<file path="config.mk">
export PLATFORM = sky130hd
export DESIGN_NAME = motor_stroke_controller
export DESIGN_NICKNAME = d
export VERILOG_FILES = /design/src/rtl/core/msc_pkg.sv /design/src/rtl/core/msc_reg_div.sv /design/src/rtl/core/msc_ctrl.sv /design/src/rtl/core/motor_stroke_controller.sv
export SDC_FILE = /design/constraint.sdc
export NUM_CORES = 1
export LEC_CHECK = 0
export ABC_CLOCK_PERIOD_IN_PS = 9850
export BUFFER_PORTS_ARGS = -buffer_cell sky130_fd_sc_hd__buf_2
export CORE_MARGIN = 8
export CORE_UTILIZATION = 45
export DETAILED_ROUTE_END_ITERATION = 16
export GPL_ROUTABILITY_DRIVEN = 0
export PLACE_DENSITY = 0.65
export RECOVER_POWER = 25
export SYNTH_ARGS = -nofsm -noshare
export SYNTH_HDL_FRONTEND = slang
export SYNTH_HIERARCHICAL = 1
export SYNTH_SLANG_ARGS = --single-unit
</file>
<file path="constraint.sdc">
create_clock -name clk_i -period 9.85 [get_ports clk_i]
set_input_delay 0.4925 -clock clk_i [delete_from_list [all_inputs] [get_ports clk_i]]
set_output_delay 0.4925 -clock clk_i [all_outputs]
set_load 0.05 [all_outputs]
</file>
<file path="src/rtl/core/msc_pkg.sv">
// Package: shared types and constants for the motor stroke controller.
`timescale 1ns / 1ps
`default_nettype none
package msc_pkg;
  localparam int unsigned PwmMaxDefault = 49;
  localparam int unsigned PwmW = 10;

  localparam logic [1:0] CMD_TICK = 2'd0;
  localparam logic [1:0] CMD_UP   = 2'd1;
  localparam logic [1:0] CMD_DOWN = 2'd2;

  localparam logic [1:0] POS_UNKNOWN = 2'd0;
  localparam logic [1:0] POS_TOP     = 2'd1;
  localparam logic [1:0] POS_BOTTOM  = 2'd2;

  localparam logic [2:0] ST_OK     = 3'd0;
  localparam logic [2:0] ST_ALREADY = 3'd1;
  localparam logic [2:0] ST_NOREF  = 3'd2;
  localparam logic [2:0] ST_SENSOR = 3'd3;
  localparam logic [2:0] ST_TIMEOUT = 3'd4;
  localparam logic [2:0] ST_OBSTACLE = 3'd5;
  localparam logic [2:0] ST_STUCK  = 3'd6;

  localparam logic [2:0] REG_TIMEOUT = 3'd0;
  localparam logic [2:0] REG_IGNORE  = 3'd1;
  localparam logic [2:0] REG_OVER    = 3'd2;
  localparam logic [2:0] REG_PAUSE   = 3'd3;
  localparam logic [2:0] REG_SAMPLE  = 3'd4;
  localparam logic [2:0] REG_FAILS   = 3'd5;
  localparam logic [2:0] REG_LIMIT   = 3'd6;
  localparam logic [2:0] REG_VTARGET = 3'd7;

  // command from controller to datapath
  typedef struct packed {
    logic start; // start a duty and threshold calculation
    logic [14:0] v;
    logic [12:0] i;
  } msc_cmd_t;

  // status from datapath to controller
  typedef struct packed {
    logic done;
    logic [9:0] duty;
    logic [11:0] thr;
  } msc_sts_t;
endpackage
`default_nettype wire

</file>
<file path="src/rtl/core/msc_reg_div.sv">
// Datapath: duty and current threshold from a sample via a shared serial divider.
`timescale 1ns / 1ps
`default_nettype none
module msc_reg_div #(
  parameter int unsigned PwmMax = msc_pkg::PwmMaxDefault
) (
  input  wire logic clk_i,
  input  wire logic rst_ni,
  input  wire logic [11:0] limit_i,
  input  wire logic [13:0] vtarget_i,
  input  wire msc_pkg::msc_cmd_t cmd_i,
  output msc_pkg::msc_sts_t sts_o
);
  import msc_pkg::*;
  localparam int unsigned QW = 14;
  localparam int unsigned NW = 28;
  localparam logic [PwmW-1:0] PmC = PwmW'(PwmMax);

  typedef enum logic [1:0] {S_IDLE, S_DUTY, S_THR} st_e;
  st_e st_q;
  logic [NW-1:0] rem_q, rem_d, num_q;
  logic [15:0] den_q;
  logic [QW-1:0] quo_q;
  logic [4:0] cnt_q;
  logic [PwmW-1:0] duty_q;
  logic [11:0] thr_q;
  logic done_q;
  logic [NW:0] trial;
  logic [14:0] nsum;
  logic [NW-1:0] prodd, prodt;

  assign nsum = {1'b0, vtarget_i} + {1'b0, cmd_i.i, 1'b0};
  assign prodd = NW'(nsum) * NW'(PmC);
  assign prodt = NW'(nsum) * NW'(limit_i);
  assign trial = {rem_q, num_q[NW-1]} - {{(NW-15){1'b0}}, den_q};
  assign rem_d = trial[NW] ? {rem_q[NW-2:0], num_q[NW-1]} : trial[NW-1:0];
  assign sts_o = '{done: done_q, duty: duty_q, thr: thr_q};

  always_ff @(posedge clk_i or negedge rst_ni) begin
    if (!rst_ni) begin
      st_q <= S_IDLE;
      done_q <= 1'b0;
      cnt_q <= '0;
      rem_q <= '0;
      num_q <= '0;
      den_q <= '0;
      quo_q <= '0;
      duty_q <= '0;
      thr_q <= '0;
    end else begin
      done_q <= 1'b0;
      unique case (st_q)
        S_IDLE: begin
          if (cmd_i.start) begin
            if (cmd_i.v < 15'd500) begin
              duty_q <= PmC >> 1;
              thr_q <= limit_i >> 1;
              done_q <= 1'b1;
            end else if (nsum >= cmd_i.v) begin
              duty_q <= PmC;
              thr_q <= limit_i;
              done_q <= 1'b1;
            end else begin
              // round(n*p / v): dividend 2*n*p + v, divisor 2v
              num_q <= (prodd << 1) + NW'(cmd_i.v);
              rem_q <= '0;
              den_q <= {cmd_i.v, 1'b0};
              cnt_q <= 5'(NW);
              quo_q <= '0;
              st_q <= S_DUTY;
            end
          end
        end
        S_DUTY, S_THR: begin
          if (cnt_q != '0) begin
            cnt_q <= cnt_q - 5'd1;
            rem_q <= rem_d;
            quo_q <= {quo_q[QW-2:0], !trial[NW]};
            num_q <= num_q << 1;
          end else if (st_q == S_DUTY) begin
            duty_q <= PwmW'(quo_q);
            num_q <= (prodt << 1) + NW'(den_q >> 1);
            rem_q <= '0;
            quo_q <= '0;
            cnt_q <= 5'(NW);
            st_q <= S_THR;
          end else begin
            thr_q <= 12'(quo_q);
            done_q <= 1'b1;
            st_q <= S_IDLE;
          end
        end
        default: st_q <= S_IDLE;
      endcase
    end
  end
endmodule
`default_nettype wire

</file>
<file path="src/rtl/core/msc_ctrl.sv">
// Controller: stroke state machine, timers and result register.
`timescale 1ns / 1ps
`default_nettype none
module msc_ctrl (
  input  wire logic clk_i,
  input  wire logic rst_ni,
  input  wire logic in_valid,
  output logic in_ready,
  input  wire logic [1:0] command_i,
  input  wire logic [1:0] endstop_pos_i,
  input  wire logic sensor_ok_i,
  input  wire logic [14:0] bus_voltage_mv_i,
  input  wire logic [11:0] current_ma_i,
  output logic out_valid,
  input  wire logic out_ready,
  output logic drive_on_o,
  output logic drive_up_o,
  output logic [5:0] duty_o,
  output logic done_res_o,
  output logic [2:0] status_o,
  output logic [1:0] expected_pos_o,
  output logic busy_res_o,
  input  wire logic [15:0] timeout_i,
  input  wire logic [15:0] ignore_i,
  input  wire logic [15:0] over_i,
  input  wire logic [15:0] pause_i,
  input  wire logic [9:0] sample_i,
  input  wire logic [2:0] fails_i,
  output msc_pkg::msc_cmd_t cmd_o,
  input  wire msc_pkg::msc_sts_t sts_i
);
  import msc_pkg::*;
  typedef enum logic [1:0] {P_IDLE, P_SETTLE, P_DRIVE, P_PAUSE} ph_e;
  typedef enum logic [1:0] {F_WAIT, F_CALC, F_OUT} fsm_e;

  fsm_e fsm_q;
  ph_e ph_q;
  logic rev_q, up_q, ovr_q, from_settle_q;
  logic [1:0] spos_q;
  logic [15:0] el_q, ot_q;
  logic [9:0] stm_q;
  logic [2:0] fc_q;
  logic [PwmW-1:0] duty_q;
  logic [11:0] thr_q;
  logic go_q;
  logic [14:0] v_q;
  logic [11:0] i_q;
  logic [15:0] el_n, ot_n;
  logic [9:0] stm_n;
  logic [2:0] fc_n;

  assign in_ready = (fsm_q == F_WAIT) && !out_valid;
  assign cmd_o.v = v_q;
  assign cmd_o.i = {1'b0, i_q};
  assign cmd_o.start = go_q;
  assign el_n = (el_q == 16'hFFFF) ? el_q : el_q + 16'd1;
  assign ot_n = (ot_q == 16'hFFFF) ? ot_q : ot_q + 16'd1;
  assign stm_n = (stm_q == 10'h3FF) ? stm_q : stm_q + 10'd1;
  assign fc_n = (fc_q == 3'd7) ? fc_q : fc_q + 3'd1;

  function automatic logic up_of(ph_e p, logic r, logic u);
    logic x;
    x = 1'b0;
    unique case (p)
      P_SETTLE: x = r & u;
      P_DRIVE: x = u ^ r;
      P_PAUSE: x = u;
      default: x = 1'b0;
    endcase
    return x;
  endfunction

  always_ff @(posedge clk_i or negedge rst_ni) begin
    if (!rst_ni) begin
      fsm_q <= F_WAIT;
      ph_q <= P_IDLE;
      rev_q <= 1'b0; up_q <= 1'b0; ovr_q <= 1'b0; from_settle_q <= 1'b0;
      spos_q <= '0; el_q <= '0; ot_q <= '0; stm_q <= '0; fc_q <= '0;
      duty_q <= '0; thr_q <= '0; go_q <= 1'b0; v_q <= '0; i_q <= '0;
      out_valid <= 1'b0;
      drive_on_o <= 1'b0; drive_up_o <= 1'b0; duty_o <= '0; done_res_o <= 1'b0;
      status_o <= '0; expected_pos_o <= '0; busy_res_o <= 1'b0;
    end else begin
      if (out_valid && out_ready) out_valid <= 1'b0;
      unique case (fsm_q)
        F_WAIT: begin
          if (in_valid && in_ready) begin
            v_q <= bus_voltage_mv_i; i_q <= current_ma_i;
            fsm_q <= F_OUT;
            if (command_i == CMD_UP || command_i == CMD_DOWN) begin
              if (ph_q != P_IDLE) begin
                done_res_o <= 1'b0; status_o <= ST_OK; expected_pos_o <= '0;
              end else if (endstop_pos_i == (command_i == CMD_UP ? POS_TOP : POS_BOTTOM)) begin
                done_res_o <= 1'b1; status_o <= ST_ALREADY; expected_pos_o <= '0;
              end else if (endstop_pos_i != POS_TOP && endstop_pos_i != POS_BOTTOM) begin
                done_res_o <= 1'b1; status_o <= ST_NOREF; expected_pos_o <= '0;
              end else begin
                up_q <= (command_i == CMD_UP);
                spos_q <= endstop_pos_i;
                rev_q <= 1'b0; stm_q <= '0; el_q <= '0; fc_q <= '0;
                ovr_q <= 1'b0; ot_q <= '0; duty_q <= '0; thr_q <= '0;
                if (!sensor_ok_i) begin
                  ph_q <= P_IDLE;
                  done_res_o <= 1'b1; status_o <= ST_SENSOR;
                  expected_pos_o <= endstop_pos_i;
                end else begin
                  ph_q <= P_SETTLE;
                  done_res_o <= 1'b0; status_o <= ST_OK; expected_pos_o <= '0;
                end
              end
            end else if (command_i == CMD_TICK) begin
              done_res_o <= 1'b0; status_o <= ST_OK; expected_pos_o <= '0;
              if (ph_q == P_SETTLE) begin
                stm_q <= stm_n;
                if (stm_n >= sample_i) begin
                  if (!sensor_ok_i) begin
                    ph_q <= P_IDLE;
                    done_res_o <= 1'b1; status_o <= ST_SENSOR;
                  end else begin
                    fsm_q <= F_CALC; from_settle_q <= 1'b1; go_q <= 1'b1;
                  end
                end
              end else if (ph_q == P_DRIVE) begin
                el_q <= el_n;
                if (ovr_q) ot_q <= ot_n;
                if (endstop_pos_i == ((up_q ^ rev_q) ? POS_TOP : POS_BOTTOM)) begin
                  ph_q <= P_IDLE; done_res_o <= 1'b1;
                  status_o <= rev_q ? ST_OBSTACLE : ST_OK;
                  expected_pos_o <= rev_q ? spos_q : endstop_pos_i;
                end else if (el_n >= timeout_i) begin
                  ph_q <= P_IDLE; done_res_o <= 1'b1;
                  status_o <= rev_q ? ST_STUCK : ST_TIMEOUT;
                end else begin
                  stm_q <= stm_n;
                  if (stm_n >= sample_i) begin
                    stm_q <= '0;
                    if (!sensor_ok_i) begin
                      fc_q <= fc_n;
                      if (fc_n >= fails_i) begin
                        ph_q <= P_IDLE; done_res_o <= 1'b1; status_o <= ST_SENSOR;
                      end
                    end else begin
                      fc_q <= '0;
                      fsm_q <= F_CALC; from_settle_q <= 1'b0; go_q <= 1'b1;
                    end
                  end
                end
              end else if (ph_q == P_PAUSE) begin
                ot_q <= ot_n;
                if (ot_n >= pause_i) begin
                  ph_q <= P_SETTLE; rev_q <= 1'b1; stm_q <= '0; ot_q <= '0;
                end
              end
            end else begin
              done_res_o <= 1'b0; status_o <= ST_OK; expected_pos_o <= '0;
            end
          end
        end
        F_CALC: begin
          go_q <= 1'b0;
          if (sts_i.done) begin
            fsm_q <= F_OUT;
            duty_q <= sts_i.duty; thr_q <= sts_i.thr;
            if (from_settle_q) begin
              ph_q <= P_DRIVE; el_q <= '0; stm_q <= '0; fc_q <= '0;
              ovr_q <= 1'b0; ot_q <= '0;
            end else if (el_q < ignore_i || i_q <= sts_i.thr) begin
              ovr_q <= 1'b0;
            end else if (!ovr_q) begin
              ovr_q <= 1'b1; ot_q <= '0;
            end else if (ot_q >= over_i) begin
              if (rev_q) begin
                ph_q <= P_IDLE; done_res_o <= 1'b1; status_o <= ST_STUCK;
              end else begin
                duty_q <= '0; ph_q <= P_PAUSE; ovr_q <= 1'b0; ot_q <= '0;
              end
            end
          end
        end
        F_OUT: begin
          fsm_q <= F_WAIT;
          out_valid <= 1'b1;
          if (done_res_o) begin
            ph_q <= P_IDLE; rev_q <= 1'b0; duty_q <= '0; thr_q <= '0;
            ovr_q <= 1'b0; ot_q <= '0; fc_q <= '0; stm_q <= '0; el_q <= '0;
            drive_on_o <= 1'b0; busy_res_o <= 1'b0; drive_up_o <= 1'b0; duty_o <= '0;
          end else begin
            drive_on_o <= (ph_q != P_IDLE); busy_res_o <= (ph_q != P_IDLE);
            drive_up_o <= up_of(ph_q, rev_q, up_q);
            duty_o <= duty_q[5:0];
          end
        end
        default: fsm_q <= F_WAIT;
      endcase
    end
  end
endmodule
`default_nettype wire

</file>
<file path="src/rtl/core/motor_stroke_controller.sv">
// Top level: motor stroke controller with configuration registers.
// One result per transaction. A tick that takes a good sensor sample runs two
// 28-step serial divisions (duty, then current threshold), unless the bus voltage
// is below 500 mV or the demand sum reaches it; no new input is taken until the
// result of the last one has been accepted.
`timescale 1ns / 1ps
`default_nettype none
module motor_stroke_controller #(
  parameter int unsigned PwmMax = msc_pkg::PwmMaxDefault
) (
  input  wire logic clk_i,
  input  wire logic rst_ni,
  input  wire logic in_valid,
  output logic in_ready,
  input  wire logic [1:0] command_i,
  input  wire logic [1:0] endstop_pos_i,
  input  wire logic sensor_ok_i,
  input  wire logic [14:0] bus_voltage_mv_i,
  input  wire logic [11:0] current_ma_i,
  output logic out_valid,
  input  wire logic out_ready,
  output logic drive_on_o,
  output logic drive_up_o,
  output logic [5:0] duty_o,
  output logic done_res_o,
  output logic [2:0] status_o,
  output logic [1:0] expected_pos_o,
  output logic busy_res_o,
  input  wire logic cfg_valid,
  output logic cfg_ready,
  input  wire logic [2:0] cfg_index_i,
  input  wire logic [15:0] cfg_data_i
);
  import msc_pkg::*;
  logic [15:0] tmo_q, ign_q, ovr_q, pse_q;
  logic [9:0] smp_q;
  logic [2:0] fl_q;
  logic [11:0] lim_q;
  logic [13:0] vt_q;
  msc_cmd_t cmd;
  msc_sts_t sts;

  assign cfg_ready = 1'b1;

  always_ff @(posedge clk_i or negedge rst_ni) begin
    if (!rst_ni) begin
      tmo_q <= 16'd25000; ign_q <= 16'd250; ovr_q <= 16'd250; pse_q <= 16'd250;
      smp_q <= 10'd40; fl_q <= 3'd3; lim_q <= 12'd450; vt_q <= 14'd6400;
    end else if (cfg_valid) begin
      unique case (cfg_index_i)
        REG_TIMEOUT: tmo_q <= cfg_data_i;
        REG_IGNORE: ign_q <= cfg_data_i;
        REG_OVER: ovr_q <= cfg_data_i;
        REG_PAUSE: pse_q <= cfg_data_i;
        REG_SAMPLE: smp_q <= cfg_data_i[9:0];
        REG_FAILS: fl_q <= cfg_data_i[2:0];
        REG_LIMIT: lim_q <= cfg_data_i[11:0];
        REG_VTARGET: vt_q <= cfg_data_i[13:0];
        default: ;
      endcase
    end
  end

  msc_ctrl u_ctrl (
    .clk_i, .rst_ni, .in_valid, .in_ready, .command_i, .endstop_pos_i,
    .sensor_ok_i, .bus_voltage_mv_i, .current_ma_i, .out_valid, .out_ready,
    .drive_on_o, .drive_up_o, .duty_o, .done_res_o, .status_o,
    .expected_pos_o, .busy_res_o,
    .timeout_i(tmo_q), .ignore_i(ign_q), .over_i(ovr_q), .pause_i(pse_q),
    .sample_i(smp_q), .fails_i(fl_q), .cmd_o(cmd), .sts_i(sts)
  );

  msc_reg_div #(.PwmMax(PwmMax)) u_div (
    .clk_i, .rst_ni, .limit_i(lim_q), .vtarget_i(vt_q), .cmd_i(cmd), .sts_o(sts)
  );
endmodule
`default_nettype wire

</file>
Word-level counts from Yosys, hierarchy flattened
Index checks and enable logic that the tools add are counted.
- reductions and logical operators: 47
- bitwise gates (word level): 8
- equality and inequality tests: 84
- order comparisons: 9
- add/subtract/negate cells: 9
- multiply operators: 2
- mux-type cells: 262
- operator list (operator ; count):
    2-to-1 mux 16 bit ; 27
    2-to-1 mux 28 bit ; 11
    2-to-1 mux 10 bit ; 17
    2-to-1 mux 12 bit ; 10
    case mux 28 bit (2 select lines) ; 2
    2-to-1 mux 2 bit ; 54
    2-to-1 mux 3 bit ; 36
    case mux 16 bit (3 select lines) ; 2
    2-to-1 mux 6 bit ; 14
    2-to-1 mux 1 bit ; 67
    greater-or-equal comparator 16 bit ; 3
    case mux 12 bit (2 select lines) ; 2
    inequality test 3 bit, second input constant ; 15
    inequality test 2 bit, second input constant ; 17
    AND reduction 11 bit ; 3
    adder 16 x 1 -> 16 bit, second input constant ; 2
    equality test 16 bit, second input constant ; 2
    case mux 10 bit (3 select lines) ; 1
    subtractor 29 x 16 -> 29 bit ; 1
    adder 28 x 15 -> 28 bit ; 1
    inequality test 4 bit, second input constant ; 7
    AND reduction 14 bit ; 2
    multiplier 15 x 12 -> 27 bit ; 1
    2-to-1 mux 5 bit ; 5
    other kinds (55) ; 119
- input port bits: 56
- output and inout bits: 18
- register bits after elaboration: 316
- logic and storage cells: 460

Logic depth before layout (Yosys ltp)
- word-level depth: 14
- mapped depth: 35
- depth with buffers taken out: 34

Cells and area by module
Netlist, hierarchy kept.
- modules (own cells, without submodules) (module ; cells each ; seq. area each (um^2) ; times used ; area each (um^2)):
    msc_reg_div ; 1866 ; 2827.7 ; 1 ; 15852.7
    msc_ctrl ; 925 ; 2602.5 ; 1 ; 8039.0
    motor_stroke_controller ; 227 ; 2621.3 ; 1 ; 4101.4

Worst setup path after synthesis
OpenSTA, ideal clock, no wires.
- path type: register -> register
- from: register u_ctrl.i_q[0]
- to: register u_div.num_q[27]
- period minus slack after synthesis: 7.708 ns
- path slack: 2.142 ns
- buffers on the path: 1
- setup time: 0.126 ns
- data required time: 9.724 ns
- cell stages (with the launch flop): 33
- arrival time: 7.582 ns
- cells stage by stage: dfrtp_1 -> ha_1 -> inv_1 -> fa_1 -> nor2b_1 -> o21ai_0 -> a21boi_0 -> o21ai_0 -> a21boi_0 -> o21ai_0 -> a21boi_0 -> o21a_1 -> o41a_1 -> mux2_2 -> fa_1 -> inv_1 -> fa_1 -> fa_1 -> fa_1 -> inv_1 -> fa_1 -> inv_1 -> ha_1 -> buf_2 -> a21oi_1 -> o21ai_0 -> or4_1 -> o21ai_0 -> a211o_1 -> nand2_1 -> nor4_2 -> xnor2_1 -> o22ai_1
- longest elaborated chain between the ends: 6
- elaborated cells on any way between the ends: 9
- classes of those cells: add/sub (2); mul (1); order compare (1); eq/ne (1); mux (3); reduce/logical (1)
- ends and longest elaborated chain (item ; line ; RTL):
    from (decl) ; msc_ctrl.sv:47 ; logic [11:0] i_q;
    from (signal assigned) ; msc_ctrl.sv:88 ; v_q <= bus_voltage_mv_i; i_q <= current_ma_i;
    adder 14 x 13 -> 15 bit * ; msc_reg_div.sv:32 ; assign nsum = {1'b0, vtarget_i} + {1'b0, cmd_i.i, 1'b0};
    multiplier 15 x 12 -> 27 bit ; msc_reg_div.sv:34 ; assign prodt = NW'(nsum) * NW'(limit_i);
    adder 28 x 15 -> 28 bit ; msc_reg_div.sv:82 ; num_q <= (prodt << 1) + NW'(den_q >> 1);
    2-to-1 mux 28 bit ; msc_reg_div.sv:80 ; end else if (st_q == S_DUTY) begin
    2-to-1 mux 28 bit ; msc_reg_div.sv:75 ; if (cnt_q != '0) begin
    case mux 28 bit (2 select lines) ; msc_reg_div.sv:52 ; unique case (st_q)
    to (signal assigned) ; msc_reg_div.sv:65 ; num_q <= (prodd << 1) + NW'(cmd_i.v);
    to (signal assigned) ; msc_reg_div.sv:79 ; num_q <= num_q << 1;
    to (signal assigned) ; msc_reg_div.sv:82 ;
    to (decl) ; msc_reg_div.sv:21 ; logic [NW-1:0] rem_q, rem_d, num_q;
Every way passes the cells marked *; elsewhere a longest branch is shown, timed or not. The select of a mux whose other input is x is not followed.
A chain may end at the register's enable or synchronous reset.

Worst setup path after layout
- from: register u_ctrl.i_q[0]
- to: register u_div.num_q[26]
Same word-level chain as after synthesis.

==> results.sh <==
export IMPL_drive_gt1_frac=0.1210
export IMPL_routed_wl_mm=69.51
export IMPL_crit_path_top_delay_cell="fa_1"
export IMPL_dieWidth_um=264.8
export IMPL_setup_ws_ns=0.9179
export IMPL_clockRootBuffer="clkbuf_16"
export IMPL_grt_max_degree=112
export IMPL_crit_path_end_kind="flip-flop"
export IMPL_grt_pass1_vias=22042
export IMPL_maxSlewHeadroom=-3.079
export IMPL_violations="capacitance limit, slew limit"
export IMPL_num_rows=91
export IMPL_arrival_ns=9.36
export IMPL_path_max_fanout=10
export IMPL_maxCapViolCount=1
export IMPL_drtPass1Iterations=5
export IMPL_viasPerCell=5.647
export IMPL_cts_resized=0
export IMPL_fin_crit_sh=0.9068
export IMPL_cts_hold_buf=0
export IMPL_cts_tree="yes"
export IMPL_ys_warn_count=6
export IMPL_postLayoutCellArea_um2=30040
export IMPL_holdWs_ns=0.1625
export IMPL_hp_class="input port to flip-flop"
export IMPL_drc_errors=0
export IMPL_numCtsBuffers=39
export IMPL_synthesis_area_um2=27860
export IMPL_fin_worst_skew_ns=0.03260
export IMPL_area_growth_pct=7.846
export IMPL_antenna_cells=0
export IMPL_cp_start_kind="flip-flop"
export IMPL_placed_area_um2=28860
export IMPL_finalMaxSlewViolations=112
export IMPL_clock_sinks=316
export IMPL_post_route_min_period_ns=8.932
export IMPL_fp_dieArea_um2=70120
export IMPL_clkLatencyLatePin_ns=0.58
export IMPL_place_hpwl_mm=52.35
export IMPL_num_io_pins=74
export IMPL_grt_pass1_wl_mm=114.6
export IMPL_port_buffers=72
export IMPL_tightest_slew_ns=6.118
export IMPL_crit_required_ns=10.28
export IMPL_drt_iter0_markers=1527
export IMPL_die_h_um=264.8
export IMPL_grt_usage=0.1977
export IMPL_gr_total_overflow=0
export IMPL_synth_cells=3006
export IMPL_dp_worst_setup_slack_ns=1.049
export IMPL_wl_per_cell_um=18.10
export IMPL_cpMostUsedCell="fa_1"
export IMPL_start_util=0.4531
export IMPL_avgSynthCellArea_um2=9.267
export IMPL_tns_ns=0
export IMPL_postRouteAntennaNets=0
export IMPL_fin_nets=3515
export IMPL_syn_nets=3500
export IMPL_vias=21684
export IMPL_cts_htree_levels=2
export IMPL_fmax_mhz=112.0
export IMPL_antenna_found_initial=0
export IMPL_core_area_um2=61480
export IMPL_clkTransAtPathRegs_ns=0.06
export IMPL_post_cts_setup_buffers=0
export IMPL_path_class="flip-flop to flip-flop"
export IMPL_clk_path_buf_depth=3
export IMPL_hold_violations=0
export IMPL_finalSetupViolCount=0
export IMPL_max_stage_delay_ns=0.54
export IMPL_outcome="finished, violations left"
export IMPL_rsz0062_at_grt="no"
## worst paths after layout
check                               startpoint                  endpoint  slack, ns  depth (start not counted)
max in group asynchronous               rst_ni           u_ctrl/stm_q[7]       3.49                          3
setup reg to reg                 u_ctrl/i_q[0]           u_div/num_q[26]       0.92                         31
min in group asynchronous               rst_ni  u_ctrl/expected_pos_o[1]       2.21                          1
hold reg to reg                u_div/num_q[18]           u_div/num_q[18]       0.48                          2
setup / recovery                 u_ctrl/i_q[0]           u_div/num_q[26]       0.92                         31
hold / removal             bus_voltage_mv_i[8]             u_ctrl/v_q[8]       0.16                          2
## flip-flops by register name, summed over array words and instances, names as in the netlist, 14 cells and up
name	cells
u_div/rem_q	28
u_div/den_q	15
ovr_q	16
vt_q	14
ign_q	16
u_ctrl/ot_q	16
u_ctrl/el_q	16
tmo_q	16
u_ctrl/v_q	15
pse_q	16
u_div/num_q	28
## layer usage
metal / track usage / up-vias / part of all wire
met4: 0.06779 / 0 / 0.029
li1: - / 10329 / -
met1: 0.2621 / 10672 / 0.44
met2: 0.3308 / 549 / 0.48
met5: 0 / - / 0
met3: 0.02669 / 134 / 0.047
## per-stage QoR
step | util | std cells
floorplan | - | 3006
global placement | 0.4694 | 3770
detailed placement | 0.4694 | 3770
CTS | 0.4908 | 3840
global route | 0.4886 | 3840
finish | 0.4886 | 3840
## worst max-delay path, delay by kind of cell, from the launching register on
kind                     cells  cell delay [ns]
adder cells (fa/ha/maj)      8             3.51
AO/OA/AOI/OAI               12             2.67
AND/OR/NAND/NOR              3             0.93
XOR/XNOR                     2             0.48
buffers and inverters        5             0.46
flip-flops                   1             0.37
multiplexers                 1             0.37
## area by class of cell
class | instances | area, um^2
Multi-Input combinational cell | 2233 | 18000
Inverter | 335 | 1257
Sequential cell | 316 | 7951
Tap cell | 790 | 988.4
Clock buffer | 51 | 1092
Timing Repair Buffer | 96 | 534.3
Clock inverter | 19 | 224.0
Fill cell | 5690 | 31440
## placed cells by master, fill, tap and decap left out, types with 38 or more instances in the layout
master,n
a21oi_1,129
nand3_1,89
and2_1,67
mux2_2,134
inv_1,333
xnor2_1,78
buf_2,70
fa_1,144
nor2_1,131
o21ai_0,186
nand2_1,340
mux2i_1,38
clkbuf_16,40
xor2_1,46
ha_1,293
nand2b_1,50
dfrtp_1,281
Power is left out: the tool's default activity adds up to more than one toggle a clock period on the data nets, which glitch-free logic cannot reach.
